**src/design/vnbs_pkg.sv**
```systemverilog
// ----------------------------------------------------------------------------
// vnbs_pkg
// Shared widths, constants and types of the bilinear value-noise sampler.
// ----------------------------------------------------------------------------
package vnbs_pkg;

    localparam int DATA_W        = 16;
    localparam int IDX_W         = 4;
    localparam int ADDR_W        = 2 * IDX_W;
    localparam int LATTICE_DEPTH = 1 << ADDR_W;
    localparam int COORD_W       = 32;
    localparam int SCALE_W       = 4;
    localparam int MAX_SCALE     = 15;
    localparam int FRAC_BITS_DEF = 16;

    localparam int CFG_IDX_W  = 2;
    localparam int CFG_DATA_W = 4;

    localparam logic [SCALE_W-1:0] GRID_SCALE_RST  = SCALE_W'(2);
    localparam logic               WRAP_ENABLE_RST = 1'b0;

    localparam logic FUNC_LOAD   = 1'b0;
    localparam logic FUNC_SAMPLE = 1'b1;

    typedef enum logic [CFG_IDX_W-1:0] {
        CFG_GRID_SCALE  = 2'd0,
        CFG_WRAP_ENABLE = 2'd1
    } t_cfg_reg;

    // Low and high corner index along one axis.
    typedef struct packed {
        logic [IDX_W-1:0] lo;
        logic [IDX_W-1:0] hi;
    } t_axis_cells;

endpackage

```
**src/design/vnbs_lerp.sv**
```systemverilog
// ----------------------------------------------------------------------------
// vnbs_lerp
// Rounded linear blend of two 16-bit values by a fractional weight.
// ----------------------------------------------------------------------------
module vnbs_lerp
    import vnbs_pkg::*;
#(
    parameter int FRAC_BITS = FRAC_BITS_DEF
) (
    input  logic [DATA_W-1:0]    i_a,
    input  logic [DATA_W-1:0]    i_b,
    input  logic [FRAC_BITS-1:0] i_t,
    output logic [DATA_W-1:0]    o_y
);

    localparam int PROD_W = DATA_W + FRAC_BITS + 2;
    localparam logic signed [PROD_W-1:0] HALF = PROD_W'(1) << (FRAC_BITS - 1);

    logic signed [DATA_W:0]    diff;
    logic signed [FRAC_BITS:0] tw;
    logic signed [PROD_W-1:0]  prod;
    logic signed [PROD_W-1:0]  base;
    logic signed [PROD_W-1:0]  sum;

    // a*(1-t) + b*t is rewritten as a + (b-a)*t: one multiplier, same result
    always_comb begin
        diff = $signed({1'b0, i_b}) - $signed({1'b0, i_a});
        tw   = $signed({1'b0, i_t});
        prod = diff * tw;
        base = $signed({2'b00, i_a, {FRAC_BITS{1'b0}}});
        sum  = base + prod + HALF;
        o_y  = sum[FRAC_BITS+DATA_W-1:FRAC_BITS];
    end

endmodule

```
**config.mk**
```make
export PLATFORM = sky130hd
export DESIGN_NAME = vnbs_lerp
export DESIGN_NICKNAME = d
export VERILOG_FILES = /design/src/design/vnbs_pkg.sv /design/src/design/vnbs_lerp.sv
export SDC_FILE = /design/constraint.sdc
export NUM_CORES = 1
export LEC_CHECK = 0
export BUFFER_PORTS_ARGS = -buffer_cell sky130_fd_sc_hd__buf_2
export CORE_UTILIZATION = 65
export DETAILED_ROUTE_END_ITERATION = 7
export GPL_ROUTABILITY_DRIVEN = 0
export PLACE_DENSITY = 0.91
export SLEW_MARGIN = 20
export SYNTH_ARGS = -nofsm -noshare
export SYNTH_HDL_FRONTEND = slang
export SYNTH_SLANG_ARGS = --single-unit
```
**constraint.sdc**
```tcl
create_clock -name vclk -period 49
set_input_delay 14.7 -clock vclk [all_inputs]
set_output_delay 14.7 -clock vclk [all_outputs]
set_load 0.005 [all_outputs]
```
### Yosys cells after proc, flatten, opt, wreduce, memory -nomap -nowiden

Index checks and enable logic that the tools add are counted.

| word-level totals | value |
|---|---|
| input port bits | 48 |
| word-level logic and storage cells | 4 |
| register bits | 0 |
| output and inout bits | 16 |

| cells by class | value |
|---|---|
| $add $sub $neg | 3 |
| $mul | 1 |

Operators by type and width:

| cell | count |
|---|---|
| $add 32x17->32 const B | 1 |
| $add 32x32->32 | 1 |
| $mul 17x17->32 | 1 |
| $sub 16x16->17 | 1 |

### Longest topological paths before layout

| logic depth | value |
|---|---|
| word-level depth | 4 |
| depth in mapped cells | 35 |
| gate-level depth less buffers | 34 |

### Worst setup path after synthesis

OpenSTA, ideal clock, no wires.

| timing path | value |
|---|---|
| path type | input -> output |
| from | input i_b[0] |
| to | output o_y[15] |
| arrival time | 21.701 ns |
| data required time | 34.300 ns |
| cell stages on the path | 31 |
| buffers on the path | 1 |
| slack | 12.599 ns |
| cells stage by stage | inv_1 -> ha_1 -> fa_1 -> nor2b_4 -> o21ai_2 -> a21oi_2 -> a41oi_2 -> a21oi_2 -> a31oi_1 -> a211o_2 -> buf_6 -> and2_1 -> fa_1 -> inv_1 -> fa_1 -> inv_1 -> fa_1 -> fa_1 -> fa_1 -> inv_1 -> fa_1 -> inv_1 -> ha_1 -> nand3_1 -> or2_2 -> a211oi_2 -> nor3_1 -> o21bai_1 -> a21oi_1 -> xnor2_1 -> xnor2_1 |

| on the way | value |
|---|---|
| word-level cells in the longest chain between the ends | 4 |

Ends and longest elaborated chain:

| what | RTL line | text |
|---|---|---|
| start: declaration | vnbs_lerp.sv:11 | `input logic [DATA_W-1:0] i_b,` |
| $sub 16x16->17 | vnbs_lerp.sv:27 | `diff = $signed({1'b0, i_b}) - $signed({1'b0, i_a});` |
| $mul 17x17->32 | vnbs_lerp.sv:29 | `prod = diff * tw;` |
| $add 32x32->32 | vnbs_lerp.sv:31 | `sum = base + prod + HALF;` |
| $add 32x17->32 | vnbs_lerp.sv:31 |  |
| end: declaration | vnbs_lerp.sv:13 | `output logic [DATA_W-1:0] o_y` |

Every way passes these cells.

### Worst setup path in the final report

| timing path | value |
|---|---|
| from | input i_a[0] |
| to | output o_y[15] |

| on the way | value |
|---|---|
| word-level cells in the longest chain between the ends | 4 |

Ends and longest elaborated chain:

| what | RTL line | text |
|---|---|---|
| start: declaration | vnbs_lerp.sv:10 | `input logic [DATA_W-1:0] i_a,` |
| $sub 16x16->17 | vnbs_lerp.sv:27 |  |
| $mul 17x17->32 | vnbs_lerp.sv:29 |  |
| $add 32x32->32 * | vnbs_lerp.sv:31 |  |
| $add 32x17->32 * | vnbs_lerp.sv:31 |  |

Every way passes the cells marked *; elsewhere a longest branch is shown, timed or not.

==> qor.txt <==
status: completed
placeable core area: 17400 µm²
vias in the first global route: 10.1k
setup TNS: 0 ns
PostCTS Resize Cnt: 0
Syn. warnings: 0
slowest CP cell: fa_1
design area: 12100 µm²
Routed Wire Length: 27.1 mm
Die Area: 18400 µm²
final-stage net count: 1784
Die Y: 136 µm
Post-Layout Cell Count: 1561
RSZ-0062 raised after global routing: false
worst endpoint data arrival time: 22.73 ns
fin. max-slew vios: 0
Placed Instance Area: 12100 µm²
initial antenna violation count: 0
worst slew pin tran: 1.04 ns
Setup crit end kind: output pin
Hold Path Class: input pin to output pin
Yosys cell types: 50
Syn Nets: 1747
f_max: 0.0267 GHz
Crit path largest cell delay: 0.68 ns
CP bufs+invs: 6
dpl cells: 1561
# diodes: 0
hold slack: 30.15 ns
setup violators final: 0
Pre-antenna DRT Iters: 5
Vias per Instance: 5.53
first-pass GRT wire length: 46.2 mm
clock buffer count: 0
Synth Area per Inst: 8.92 µm²
CP max FO: 16
# hold bufs at CTS: 0
Top cell by count, worst path: fa_1
Tcrit/Tclk final: 76.4%
number of fill cells: 1227
Seq/Total Area, Yosys: 0%
pin count of the biggest net entering global routing: 19
Final Critical Period: 37.43 ns
Reg area: 0 µm²
Rows: 48
DRC viols: 0
Area Growth Syn to Fin: 4.40%
Initial Utilization: 66.8%
Post-Synthesis Cells: 1301
Avg WL per Cell: 17.4 µm
total gr overflow: 0
Post CTS Setup Buffer Count: 0
Worst Setup Start Kind: input pin
DR vias: 8628
maxcap violations: 0
buffers added on ports: 64
Req. time, crit path: 34.30 ns
slew margin rel.: 30.6%
Die W: 136 µm
initial DRC count: 493
Detailed Place HPWL: 23.1 mm
share of post-route cells with drive strength above 1: 7.26%
CP Class: input pin to output pin
cell family with the largest share of critical-path delay: adder cells
all-layer global routing usage: 32.7%
num sequential: 0
Post-DRT Antenna Nets: 0
I/O pins: 64
Hold Violations, Final: 0
synthesized area: 11600 µm²
-- layout by cell type (no fill, tap or decap), drive strengths merged, types with 3 or more instances in the layout --
master and instances:
inv 402, fa 286, and2 152, ha 112, nand2 102, buf 73
xnor2 40, nor2b 25, a21oi 25, nor2 23, nand2b 13, o21ai 13
nor3 12, a21o 9, o21a 7, nand3 7, xor2 6, a211oi 4
o211ai 3, a21boi 3
-- final timing paths --
path                  startpoint       to  slack (ns)  depth (start not counted)
worst max-delay path      i_a[0]  o_y[15]       11.57                         31
worst min-delay path     i_t[15]  o_y[15]       30.15                          5
-- cell type report --
class / count / area [µm²] / share of cell area [%]
well taps: 225 / 282 / 2.32
repair buffers: 73 / 388 / 3.20
multi-input cells: 861 / 9930 / 82.0
inverters: 402 / 1510 / 12.5
-- synthesized netlist by cell type, types with 3 or more instances --
master | n | area [µm²]
nand2b_1 | 13 | 81.3
a21oi_1 | 22 | 110
fa_1 | 286 | 5730
a21o_1 | 9 | 67.6
inv_1 | 402 | 1510
buf_6 | 3 | 33.8
nor3_1 | 12 | 60.1
o21ai_0 | 9 | 45.0
nand3_1 | 7 | 35.0
o21a_1 | 7 | 52.6
xor2_1 | 6 | 52.6
clkbuf_1 | 27 | 101
nor2_1 | 23 | 86.3
nand2_1 | 102 | 383
and2_1 | 150 | 938
ha_1 | 112 | 1400
nor2b_1 | 23 | 144
xnor2_1 | 38 | 333
buf_2 | 6 | 30.0
a21oi_2 | 3 | 26.3
-- metrics by stage --
stage | util, % | setup WS (ns)
2_1_floorplan | - | 12.60
3_3_place_gp | 69.8 | 11.70
3_5_place_dp | 69.8 | 11.30
4_1_cts | 69.8 | 11.28
5_1_grt | 69.8 | 11.15
6_report | 69.8 | 11.57
-- kinds of logic (layout without fill, tap and decap cells) --
| group | Yosys count | in the layout | synth area share [%] |
|---|---|---|---|
| and+or+nand+nor | 342 | 342 | 15.8 |
| xor gates and xnor gates | 46 | 46 | 3.70 |
| adders and majority gates | 398 | 398 | 61.4 |
| AOI/OAI and AO/OA | 75 | 75 | 4.57 |
| buffers and inverters | 440 | 475 | 14.5 |
-- layer usage --
metal	track usage, %	part of all wire, %	up-vias
met3	4.19	7.0	138
li1	-	-	3780
met1	35.7	35	4302
met4	18.2	6.2	0
met2	60.9	52	408
met5	0	0	-
Power is left out: the tool's default activity adds up to more than one toggle a clock period on the data nets, which glitch-free logic cannot reach.
