### config.mk
export PLATFORM = sky130hd
export DESIGN_NAME = vnbs_lattice
export DESIGN_NICKNAME = d
export VERILOG_FILES = /design/src/design/vnbs_pkg.sv /design/src/design/vnbs_lattice.sv
export SDC_FILE = /design/constraint.sdc
export NUM_CORES = 2
export LEC_CHECK = 0
export CAP_MARGIN = 10
export CORE_MARGIN = 3
export CORE_UTILIZATION = 35
export CTS_BUF_LIST = sky130_fd_sc_hd__clkbuf_4 sky130_fd_sc_hd__clkbuf_8
export DETAILED_ROUTE_END_ITERATION = 16
export DONT_BUFFER_PORTS = 1
export PLACE_DENSITY = 0.52
export SYNTH_ARGS = -nofsm -noshare
export SYNTH_HDL_FRONTEND = slang
export SYNTH_SLANG_ARGS = --single-unit
### constraint.sdc
create_clock -name i_clk -period 2.2 [get_ports i_clk]
set_input_delay 0 -clock i_clk [delete_from_list [all_inputs] [get_ports i_clk]]
set_output_delay 0 -clock i_clk [all_outputs]
set_load 0.1 [all_outputs]
### src/design/vnbs_pkg.sv
// ----------------------------------------------------------------------------
// vnbs_pkg
// Shared widths, constants and types of the bilinear value-noise sampler.
// ----------------------------------------------------------------------------
package vnbs_pkg;

    localparam int DATA_W        = 16;
    localparam int IDX_W         = 4;
    localparam int ADDR_W        = 2 * IDX_W;
    localparam int LATTICE_DEPTH = 1 << ADDR_W;
    localparam int COORD_W       = 32;
    localparam int SCALE_W       = 4;
    localparam int MAX_SCALE     = 15;
    localparam int FRAC_BITS_DEF = 16;

    localparam int CFG_IDX_W  = 2;
    localparam int CFG_DATA_W = 4;

    localparam logic [SCALE_W-1:0] GRID_SCALE_RST  = SCALE_W'(2);
    localparam logic               WRAP_ENABLE_RST = 1'b0;

    localparam logic FUNC_LOAD   = 1'b0;
    localparam logic FUNC_SAMPLE = 1'b1;

    typedef enum logic [CFG_IDX_W-1:0] {
        CFG_GRID_SCALE  = 2'd0,
        CFG_WRAP_ENABLE = 2'd1
    } t_cfg_reg;

    // Low and high corner index along one axis.
    typedef struct packed {
        logic [IDX_W-1:0] lo;
        logic [IDX_W-1:0] hi;
    } t_axis_cells;

endpackage

### src/design/vnbs_lattice.sv
// ----------------------------------------------------------------------------
// vnbs_lattice
// Lattice value memory: one write port, two read ports with registered data.
// ----------------------------------------------------------------------------
module vnbs_lattice
    import vnbs_pkg::*;
(
    input  logic              i_clk,
    input  logic              i_we,
    input  logic [ADDR_W-1:0] i_waddr,
    input  logic [DATA_W-1:0] i_wdata,
    input  logic              i_re,
    input  logic [ADDR_W-1:0] i_raddr0,
    input  logic [ADDR_W-1:0] i_raddr1,
    output logic [DATA_W-1:0] o_rdata0,
    output logic [DATA_W-1:0] o_rdata1
);

    logic [DATA_W-1:0] r_mem [LATTICE_DEPTH];
    logic [DATA_W-1:0] r_rdata0;
    logic [DATA_W-1:0] r_rdata1;

    always_ff @(posedge i_clk) begin
        if (i_we) begin
            r_mem[i_waddr] <= i_wdata;
        end
    end

    // hold read data while the consuming stage is stalled
    always_ff @(posedge i_clk) begin
        if (i_re) begin
            r_rdata0 <= r_mem[i_raddr0];
            r_rdata1 <= r_mem[i_raddr1];
        end
    end

    assign o_rdata0 = r_rdata0;
    assign o_rdata1 = r_rdata1;

endmodule

Yosys cells after proc, flatten, opt, wreduce, memory -nomap -nowiden
Memory sizes are Yosys's and may differ from the RTL's. A register that Yosys moved wholly into a read port is not among the register bits. Cells that the tools add are included.

Bits in registers: 0. RAM bits: 4096. Input port bits: 43. Output and inout bits: 32. Memories: 1.

Multiplexer cells: 2.

Memories: r_mem (words 256, bits a word 16, read ports 2, clocked after memory_dff 2, write ports 1, RTL line vnbs_lattice.sv:19) `logic [DATA_W-1:0] r_mem [LATTICE_DEPTH];`.

Operators with widths (count): $mux 1 (2).

Longest topological paths before layout
Depth in word-level cells: 2. Gate-level depth with buffers: 13. Depth with buffers taken out: 7.

Worst setup path after synthesis
OpenSTA, ideal clock, no wires.

Path type: input-to-reg. Start: input i_raddr1[0]. End: register r_rdata1[10] (netlist: o_rdata1[10]) (read register of r_mem), data pin. Library setup time: 267 ps. Data arrival time: 2138 ps. Required time: 1933 ps. Slack: -205 ps. Stages: 8. Path buffers: 2. Cell sequence: buf_4 -> buf_1 -> mux4_2 -> mux4_2 -> a22oi_1 -> nand2_1 -> o31ai_1 -> nor3_1.

RTL lines: from (decl) (RTL line vnbs_lattice.sv:14) `input logic [ADDR_W-1:0] i_raddr1,`; to (decl) (RTL line vnbs_lattice.sv:21) `logic [DATA_W-1:0] r_rdata1;`.

==> results.md <==
- PnR Total Power: 173.3 mW
- Pwr/cell area: 747.7 nW/um^2
- Worst Setup Start Kind: primary input
- Post-DP HPWL: 448.1 mm
- Register area share after synthesis: 64.59%
- Dominant cell type by area after synthesis: edfxtp_1
- Synth top area share: 64.59%
- Top cells by area, synth: edfxtp_1 65%, mux4_2 20%, mux2i_1 5.3%
- Setup violations, final: 58
- Setup slack after layout: -683.4 ps
- IO Port Bufs: 0
- Clock root cell: clkbuf_8
- Number of global-route vias before repair: 122300
- Minimum clock period: 2883 ps
- Asr flop ratio synth: 0%
- Sw Share: 24.91%
- Synth Warn #: 0
- IO Count: 75
- Syn nets: 10180
- Part of the cycle the worst path needs: 131.1%
- Critical-path top delay cell: nor4_4
- Peak supply drop: 0.0006847 V
- Mean post-synth cell area: 18.94 sq um
- Critical Path RT: 3380 ps
- Tot GR Track Use: 26.19%
- WL final: 758.6 mm
- Global-route wire length before repair: 1019 mm
- Filler Cells Inserted: 47570
- H-tree levels: 6
- # rows: 271
- Netlist Area Pre-Place: 191900 sq um
- Max_slew headroom: -19.06%
- Slew Viols, Final: 397
- WP data arrival: 4060 ps
- Max clock buf depth: 4
- Skew final: 94.68 ps
- Drt first-iter violations: 17440
- FF+latch count, synth: 4128
- Antenna violations before repair: 67
- Hold Fails Final Rpt: 4097
- Register share of total power: 50.3%
- Most frequently used flop master after synthesis: edfxtp_1
- Static leakage: 75.98 nW
- Routability Congestion: 0.9136
- EDFF count, synth: 4128
- Unique masters post-synth: 58
- Top cell family by delay on the critical path: buffers and inverters
- CP peak stage delay: 930 ps
- Clk Latency, worst-skew pair: 1380 ps
- Worst hold-check path type: primary input to register
- Final core utilization: 42.47%
- Worst-path maximum fanout: 125
- RSZ-0062 raised after global routing: yes
- Post-route ant nets: 0
- Die X: 746.5 um
- DR vias: 123500
- Routed len/inst: 38.62 um
- Clock sinks: 4128
- Crit path kind: primary input to register
- Max frequency: 346.8 MHz
- DRC viols: 0
- Clock power frac: 39.8%
- Max-capacitance violation count: 0
- Congestion Overflow GR: 0
- Largest net degree at the start of global routing: 257
- Power Internal: 130.1 mW
- Total die area: 557200 sq um
- Failing checks: negative hold slack, max-slew violations, negative setup slack
- Fin cells: 19650
- Logic pwr share: 9.9%
- CTS tree: built
- Worst-Margin Slew: 1786 ps
- Reg clk slew, reported paths: 50 ps
- CP endpoint kind: register
- Via-to-Cell Ratio: 6.286
- Worst hold slack: -1202 ps
- Nets: 11850
- Area delta synth->final: 20.75%
- Critical-path cell list: buf_12 > buf_16 > inv_4 > buf_12 > buf_12 > buf_4 > buf_4 > o221ai_1 > o22ai_1 > o21ai_1 > buf_4 > nand4_1 > nor4_4 > and3_1
- DR pass1 iterations: 6
- Status: finished, violations left
- Die Span Y: 746.5 um
- Crit path buffers/inverters: 8
- Top cell types by occurrence after synthesis: 4128 x edfxtp_1, 1688 x mux4_2, 1021 x mux2i_1, 418 x o221ai_1, 382 x clkbuf_1
- Net switching component of the power: 43.16 mW
- Core ar.: 545600 sq um
- Syn Inst Count: 10140
- Cell with the most instances after synthesis: edfxtp_1
- DP Cell Count: 18250
- Number of buffers created by CTS: 714
- Share of layout cells above drive strength 1: 41.34%
- Initial core utilization: 35.18%
==> cell type report <==
type	instances	area (sq um)	share of cell area (%)
multi-input cells	5151	66360	28.64
inverters	6	43.79	0.01890
flip-flops and latches	4128	124000	53.50
well taps	7234	9051	3.906
clock buffers	943	11580	4.999
clock inverters	318	2008	0.8666
diodes	57	142.6	0.06156
repair buffers	1808	18570	8.013
==> placed cells by master, fill, tap and decap left out, types with 72 or more instances in the layout <==
master,instances
a21oi_1,207
a22oi_1,87
buf_12,281
buf_4,1369
clkbuf_4,223
clkbuf_8,720
clkinv_1,179
clkinv_2,72
edfxtp_1,4128
mux2i_1,1019
mux4_2,1688
nand2_1,242
nor2_1,99
nor2_2,240
nor3_1,132
o221ai_1,394
o22ai_1,258
==> power by group through the flow <==
| stage | clock network, mW | logic (mW) | registers, mW |
|---|---|---|---|
| after floorplan | 0 | 8.13 | 89.1 |
| after global placement | 0 | 15.1 | 88.7 |
| after detailed placement | 0 | 15.2 | 88.7 |
| after CTS | 70.1 | 16.5 | 87.1 |
| after global routing | 73.8 | 17.5 | 87.1 |
| final | 69.0 | 17.1 | 87.2 |
==> state kept, by name, indices dropped and copies added (netlist names) <==
register / cells
o_rdata0: 16
o_rdata1: 16
r_mem: 4096
==> worst register-to-register path: cells and delay by family, from the launching register on <==
family                 cells  cell delay, ps
AOI/OAI and AO/OA          3             620
buffers and inverters      1             240
DFF                        1             360
muxes                      1             100
and+or+nand+nor            3            1430
==> routing by layer <==
layer / routed length, um / global-route usage, % / vias to the layer above
met1: 287600 / 34.89 / 66260
met2: 340900 / 40.02 / 8037
li1: - / - / 47590
met4: 43150 / 12.35 / 18
met3: 86880 / 7.017 / 1585
met5: 155 / 0 / -
==> stage by stage <==
step	worst slack [ps]	hold slack (ps)	area [sq um]	TNS, ps
2_1_floorplan	-2.317	98.87	192200	-2.317
3_3_place_gp	-4371	126.2	213700	-92360
3_5_place_dp	-3850	124.8	213800	-90600
4_1_cts	-570.6	-1214	230700	-24170
5_1_grt	-644.9	-1258	231600	-15170
6_report	-683.4	-1202	231700	-15440
==> repair_timing <==
item / CTS / global route
hold buffers: 52 / 21
buffers inserted: 8 / 11
cloned: 16 / 4
gates resized for setup: 472 / 75
endpoints found under the hold margin: 8256 / 4757
endpoints found under the setup margin: 53 / 417
pin swaps: 130 / 63
==> final timing paths <==
path / startpoint / endpoint / slack (ps) / depth (start not counted)
worst max-delay path: i_raddr1[4] / o_rdata1[11] / -680 / 14
worst min-delay path: i_wdata[14] / r_mem[1][14] / -1200 / 0
worst min register to register: r_mem[34][2] / o_rdata1[2] / 1190 / 7
worst max register to register: r_mem[93][11] / o_rdata1[11] / -660 / 8
==> cells by family after synthesis <==
logic type | after synthesis | share of synthesized area, %
flops | 4128 | 64.59
mux | 2709 | 25.14
compound gates | 1414 | 5.387
simple gates | 1028 | 2.423
buf+inv | 856 | 2.462
Power figures use the tool's default switching activity.
