<file path="config.mk">
export PLATFORM = sky130hd
export DESIGN_NAME = vnbs_axis
export DESIGN_NICKNAME = d
export VERILOG_FILES = /design/src/design/vnbs_pkg.sv /design/src/design/vnbs_axis.sv
export SDC_FILE = /design/constraint.sdc
export NUM_CORES = 1
export LEC_CHECK = 0
export BUFFER_PORTS_ARGS = -buffer_cell sky130_fd_sc_hd__buf_2
export CAP_MARGIN = 30
export CORE_ASPECT_RATIO = 0.6
export CORE_MARGIN = 8
export CORE_UTILIZATION = 55
export DETAILED_ROUTE_END_ITERATION = 7
export PLACE_DENSITY_LB_ADDON = 0.25
export SETUP_SLACK_MARGIN = 0.2
export SLEW_MARGIN = 0
export SYNTH_ARGS = -nofsm -noshare
export SYNTH_HDL_FRONTEND = slang
export SYNTH_SLANG_ARGS = --single-unit
</file>
<file path="constraint.sdc">
create_clock -name vclk -period 20.6
set_clock_uncertainty 0.05 [all_clocks]
set_input_delay 1.03 -clock vclk [all_inputs]
set_output_delay 1.03 -clock vclk [all_outputs]
set_load 0.03 [all_outputs]
</file>
<file path="src/design/vnbs_pkg.sv">
// ----------------------------------------------------------------------------
// vnbs_pkg
// Shared widths, constants and types of the bilinear value-noise sampler.
// ----------------------------------------------------------------------------
package vnbs_pkg;

    localparam int DATA_W        = 16;
    localparam int IDX_W         = 4;
    localparam int ADDR_W        = 2 * IDX_W;
    localparam int LATTICE_DEPTH = 1 << ADDR_W;
    localparam int COORD_W       = 32;
    localparam int SCALE_W       = 4;
    localparam int MAX_SCALE     = 15;
    localparam int FRAC_BITS_DEF = 16;

    localparam int CFG_IDX_W  = 2;
    localparam int CFG_DATA_W = 4;

    localparam logic [SCALE_W-1:0] GRID_SCALE_RST  = SCALE_W'(2);
    localparam logic               WRAP_ENABLE_RST = 1'b0;

    localparam logic FUNC_LOAD   = 1'b0;
    localparam logic FUNC_SAMPLE = 1'b1;

    typedef enum logic [CFG_IDX_W-1:0] {
        CFG_GRID_SCALE  = 2'd0,
        CFG_WRAP_ENABLE = 2'd1
    } t_cfg_reg;

    // Low and high corner index along one axis.
    typedef struct packed {
        logic [IDX_W-1:0] lo;
        logic [IDX_W-1:0] hi;
    } t_axis_cells;

endpackage

</file>
<file path="src/design/vnbs_axis.sv">
// ----------------------------------------------------------------------------
// vnbs_axis
// Folds one Q16.16 coordinate into [0,1), scales it by the grid size and
// yields the two corner indices and the blend weight along that axis.
// ----------------------------------------------------------------------------
module vnbs_axis
    import vnbs_pkg::*;
#(
    parameter int FRAC_BITS = FRAC_BITS_DEF
) (
    input  logic signed [COORD_W-1:0]   i_coord,
    input  logic        [SCALE_W-1:0]   i_scale,
    input  logic                        i_wrap,
    output t_axis_cells                 o_cells,
    output logic        [FRAC_BITS-1:0] o_weight
);

    localparam int Q_W = FRAC_BITS + 1;
    localparam int P_W = Q_W + SCALE_W;
    localparam logic [Q_W-1:0] ONE = Q_W'(1) << FRAC_BITS;

    logic                 neg;
    logic [COORD_W-1:0]   neg_coord;
    logic [FRAC_BITS-1:0] frac;
    logic [Q_W-1:0]       pos;
    logic [P_W-1:0]       scaled;
    logic [IDX_W-1:0]     cell_idx;
    logic [IDX_W-1:0]     lo;
    logic [IDX_W:0]       hi_inc;
    logic [IDX_W-1:0]     hi_sat;

    always_comb begin
        neg       = i_coord[COORD_W-1];
        neg_coord = COORD_W'(0) - COORD_W'(i_coord);
        // truncating remainder keeps the sign, so take it from the magnitude
        frac      = neg ? neg_coord[FRAC_BITS-1:0] : i_coord[FRAC_BITS-1:0];
        pos       = neg ? (ONE - {1'b0, frac}) : (ONE + {1'b0, frac});
        scaled    = P_W'(pos) * P_W'(i_scale);
        cell_idx  = scaled[P_W-1:Q_W];
        lo        = (cell_idx > i_scale) ? i_scale : cell_idx;
        hi_inc    = {1'b0, lo} + (IDX_W+1)'(1);
        hi_sat    = (hi_inc > {1'b0, i_scale}) ? i_scale : hi_inc[IDX_W-1:0];
        o_cells.lo = lo;
        o_cells.hi = (i_wrap && (hi_sat == i_scale)) ? IDX_W'(0) : hi_sat;
        o_weight   = scaled[FRAC_BITS:1];
    end

endmodule

</file>
== Word-level counts from Yosys, hierarchy flattened ==
Index checks and enable logic that the tools add are counted.

* Output and inout port bits: 24
* Logic and storage cells: 14
* Bits of input ports: 37
* Register bits after elaboration: 0

* Add/subtract/negate cells: 4
* Equality and inequality tests: 1
* Mux-type cells: 5
* Reduce and logical (&&, ||, !) cells: 1
* Order comparisons: 2
* $mul: 1

{| class="wikitable"
|+ Operators with widths
! operator !! count
|-
| $mul 17x4->21 || 1
|-
| $add 17x16->17 const A || 1
|-
| $mux 17 || 1
|-
| $sub 17x16->17 const A || 1
|-
| $mux 16 || 1
|-
| $sub 1x16->16 const A || 1
|-
| $mux 4 || 3
|-
| $add 4x1->5 const B || 1
|-
| $gt 5x4->1 || 1
|-
| $eq 4x4->1 || 1
|-
| $gt 4x4->1 || 1
|-
| $logic_and 1x1->1 || 1
|}

== Longest topological paths before layout ==
* Depth after elaboration: 13
* Depth in mapped cells: 43
* Depth with buffers taken out: 42

== Worst setup path after synthesis ==
OpenSTA, ideal clock, no wires.

* Kind: input to output
* From: input port i_coord[0]
* To: output port o_cells[0] in the netlist's numbering
* Data arrival time: 10179 ps
* Stages on the path: 37
* Path slack: 9341 ps
* Required time: 19520 ps
* Buffers on the path: 1
* Cells stage by stage: inv_1 > ha_1 > or4b_2 > a21oi_1 > a41oi_1 > nand4b_2 > nor4_4 > and3_2 > o21ai_1 > xor2_1 > nor2_1 > fa_1 > inv_1 > fa_1 > inv_1 > ha_1 > clkbuf_1 > and4_1 > nand3_1 > a211o_1 > a31oi_1 > nor2_1 > ha_1 > and2_1 > o21ai_0 > a32oi_1 > nor2_1 > a211oi_1 > nand4_1 > and2_1 > ha_1 > a21oi_1 > a41oi_1 > a21o_1 > a31oi_1 > a41oi_1 > a31oi_1

{| class="wikitable"
|+ RTL lines
! what !! line !! RTL
|-
| start: declaration || vnbs_axis.sv:11 || <nowiki>input logic signed [COORD_W-1:0] i_coord,</nowiki>
|-
| end: declaration || vnbs_axis.sv:14 || <nowiki>output t_axis_cells o_cells,</nowiki>
|}

==> Flow_metrics.wiki <==
{| class="wikitable"
! Metric !! Value
|-
| Site Rows || 22
|-
| Crit path required time || 19.52 ns
|-
| Most frequent cell on the critical path || ha_1
|-
| Vertical die dimension || 77.40 um
|-
| Area growth syn-to-layout || 6.879%
|-
| Starting density of the core || 56.81%
|-
| CLK BUF || 0
|-
| Leakage power summed over all cells || 1.846 nW
|-
| Number of global-route vias before repair || 3120
|-
| Global Route Usage Sum || 18.83%
|-
| Area contributors post-synth || fa_1 (17%), ha_1 (13%), inv_1 (7.1%)
|-
| Antenna violations before repair || 0
|-
| Min-Delay Path Class || input pin to primary output
|-
| Final setup violation count || 0
|-
| Aggregate routed wire length || 8946 um
|-
| Max-slew violations || 0
|-
| Post-synth top area cell || fa_1
|-
| Setup Slack @ Placement || 8.225 ns
|-
| Library cell contributing the largest single delay on the critical path || a32oi_1
|-
| Post-Syn Area per Cell || 7.230 um2
|-
| Final standard cell count with taps included and fillers excluded || 585
|-
| Pwr Density || 111.6 nW/um2
|-
| Maximum number of pins on one net before global-route repair || 28
|-
| Post-DP HPWL || 7474 um
|-
| Total of cells resized after clock tree synthesis || 0
|-
| Count of flip-flops and latches || 0
|-
| Outcome || finished, final reports clean
|-
| Area after DPL || 3694 um2
|-
| Placed cell count || 585
|-
| Vias per cell || 5.805
|-
| Unrepaired setup endpoints after global routing || no
|-
| Layout Nets || 605
|-
| Post-route setup TNS || 0 ns
|-
| Area share of the largest cell type after synthesis || 17.38%
|-
| DRC viols || 0
|-
| Slew @ Worst Pin || 0.7957 ns
|-
| Average detailed-routed wire length per instance || 15.29 um
|-
| Clock period minus final worst setup slack || 12.66 ns
|-
| Hold Crit Start || i_scale[1]
|-
| Synth Cell Area || 3456 um2
|-
| Endpoint of the worst hold-timing path || o_cells[1]
|-
| Initial DRC Count || 314
|-
| Final hold viol count || 0
|-
| First-pass DRT Iterations || 5
|-
| Sequential-to-total area share from yosys stat || 0%
|-
| Area enclosed by the die boundary || 9159 um2
|-
| Crit path arrival time || 11.58 ns
|-
| Share of cells above drive strength 1 || 11.98%
|-
| CORE AREA || 6083 um2
|-
| Maximum fanout along the worst path || 9
|-
| Max-Cap Viols || 0
|-
| Remaining global-route overflow || 0
|-
| Final Power || 412.3 uW
|-
| Total of warnings raised by yosys || 0
|-
| Input/output buffers || 46
|-
| Total I/O pin count || 61
|-
| Largest stage delay, worst path || 0.63 ns
|-
| Number of vias after detailed routing || 3396
|-
| Post-route worst setup slack || 7.936 ns
|-
| Fmax || 78.96 MHz
|-
| Type of origin of the critical path || input pin
|-
| Launch point of the critical path || i_coord[0]
|-
| Post-route fraction of the period consumed by the critical path || 61.48%
|-
| Distinct cell type count after synthesis || 69
|-
| Headroom to the max-slew limit || 46.64%
|-
| Gate count after technology mapping || 478
|-
| Antenna diode instance count || 0
|-
| Maximum vdd drop || 0.08384 mV
|-
| Number of cells traversed by the worst hold path || 4
|-
| Setup crit end kind || primary output
|-
| Number of buffers inserted to repair setup after CTS || 0
|-
| Critical setup path kind || input pin to primary output
|-
| Combined flip-flop and latch cell area || 0 um2
|-
| Weighted congestion reported at the end of routability-driven placement || 0.9536
|-
| Number of routed nets with antenna violations || 0
|-
| First-pass GRT wire length || 15130 um
|-
| Number of hold-repair buffers added at the cts stage || 0
|-
| Final Instance Area || 3694 um2
|-
| Synthesized Nets || 580
|-
| Die extent in x || 118.3 um
|}
[per-stage QoR]
step                      utilization, %  hold slack (ns)
after global placement             60.72            2.593
after CTS                          60.72            2.588
after global routing               60.72            2.623
after floorplan                        -            2.232
final                              60.72            2.592
after detailed placement           60.72            2.587
[how the worst max path moves through the flow]
stage / to / slack, ns / cells after the start
finish: o_cells[3] / 7.94 / 43
floorplan: o_cells[0] / 9.34 / 37
CTS: o_cells[3] / 8.18 / 43
global route: o_cells[3] / 7.16 / 43
global placement: o_cells[1] / 8.43 / 43
detailed placement: o_cells[3] / 8.23 / 43
[cells in the final DEF, fill, tap and decap left out, types with 3 or more instances in the layout]
cell | netlist | final
and2_1 | 25 | 25
nor2_1 | 48 | 48
o21ai_1 | 3 | 3
or3_1 | 5 | 5
xor2_1 | 21 | 21
xnor2_1 | 23 | 23
nor3_1 | 7 | 7
fa_1 | 30 | 30
a31oi_1 | 10 | 10
nor2b_1 | 6 | 6
a41oi_1 | 5 | 5
o21bai_1 | 5 | 5
o21ai_0 | 12 | 12
o21a_1 | 4 | 4
o31ai_1 | 6 | 6
o211ai_1 | 3 | 3
buf_2 | 3 | 46
and4_1 | 3 | 3
nand2b_1 | 12 | 12
ha_1 | 35 | 35
nand2_1 | 34 | 34
nand4_1 | 3 | 3
a21o_1 | 13 | 13
inv_1 | 65 | 65
a21oi_1 | 21 | 21
nand3_1 | 7 | 7
nor4_1 | 3 | 3
[worst max-delay path, delay by kind of cell]
| kind | cells | cell delay, ns |
|---|---|---|
| AND/OR/NAND/NOR | 14 | 3.39 |
| AO/OA/AOI/OAI | 14 | 3.10 |
| XOR/XNOR | 2 | 0.54 |
| buffers and inverters | 6 | 0.74 |
| adder cells (fa/ha/maj) | 7 | 2.74 |
[cells in the mapped netlist (10+ instances only)]
master and count:
ha_1 35, a31oi_1 10, inv_1 65, fa_1 30
o21ai_0 12, nand2b_1 12, nand2_1 34, and2_1 25
xor2_1 21, clkbuf_1 18, xnor2_1 23, a21oi_1 21
nor2_1 48, a21o_1 13
[area by class of cell]
| type | count | area [um2] |
|---|---|---|
| fillers | 570 | 2390 |
| repair buffers | 46 | 230.2 |
| inverters | 66 | 247.7 |
| multi-input cells | 389 | 3110 |
| well taps | 84 | 105.1 |
[logic make-up after synthesis]
| logic type | count (synthesis) | share of synthesized area (%) |
|---|---|---|
| XOR/XNOR | 45 | 11.62 |
| AO/OA/AOI/OAI | 107 | 21.80 |
| AND/OR/NAND/NOR | 170 | 25.92 |
| multiplexers | 2 | 0.6155 |
| adder cells (fa/ha/maj) | 65 | 30.05 |
| buffers and inverters | 89 | 9.992 |
[routing by layer]
metal	wire length [um]	track usage, %	vias to the layer above
met5	0	0	-
met4	4	0.1271	0
met3	550	0.7948	2
met2	3586	28.68	132
met1	4805	29.86	1587
li1	-	-	1675
[power by group]
part	internal [mW]	switching, mW	total (mW)	leakage, nW
Clock	0	0	0	0
Combinational	0.142	0.270	0.412	1.85
Sequential	0	0	0	0
Total	0.142	0.270	0.412	1.85
Note: power is estimated with default switching activity, not from simulation.
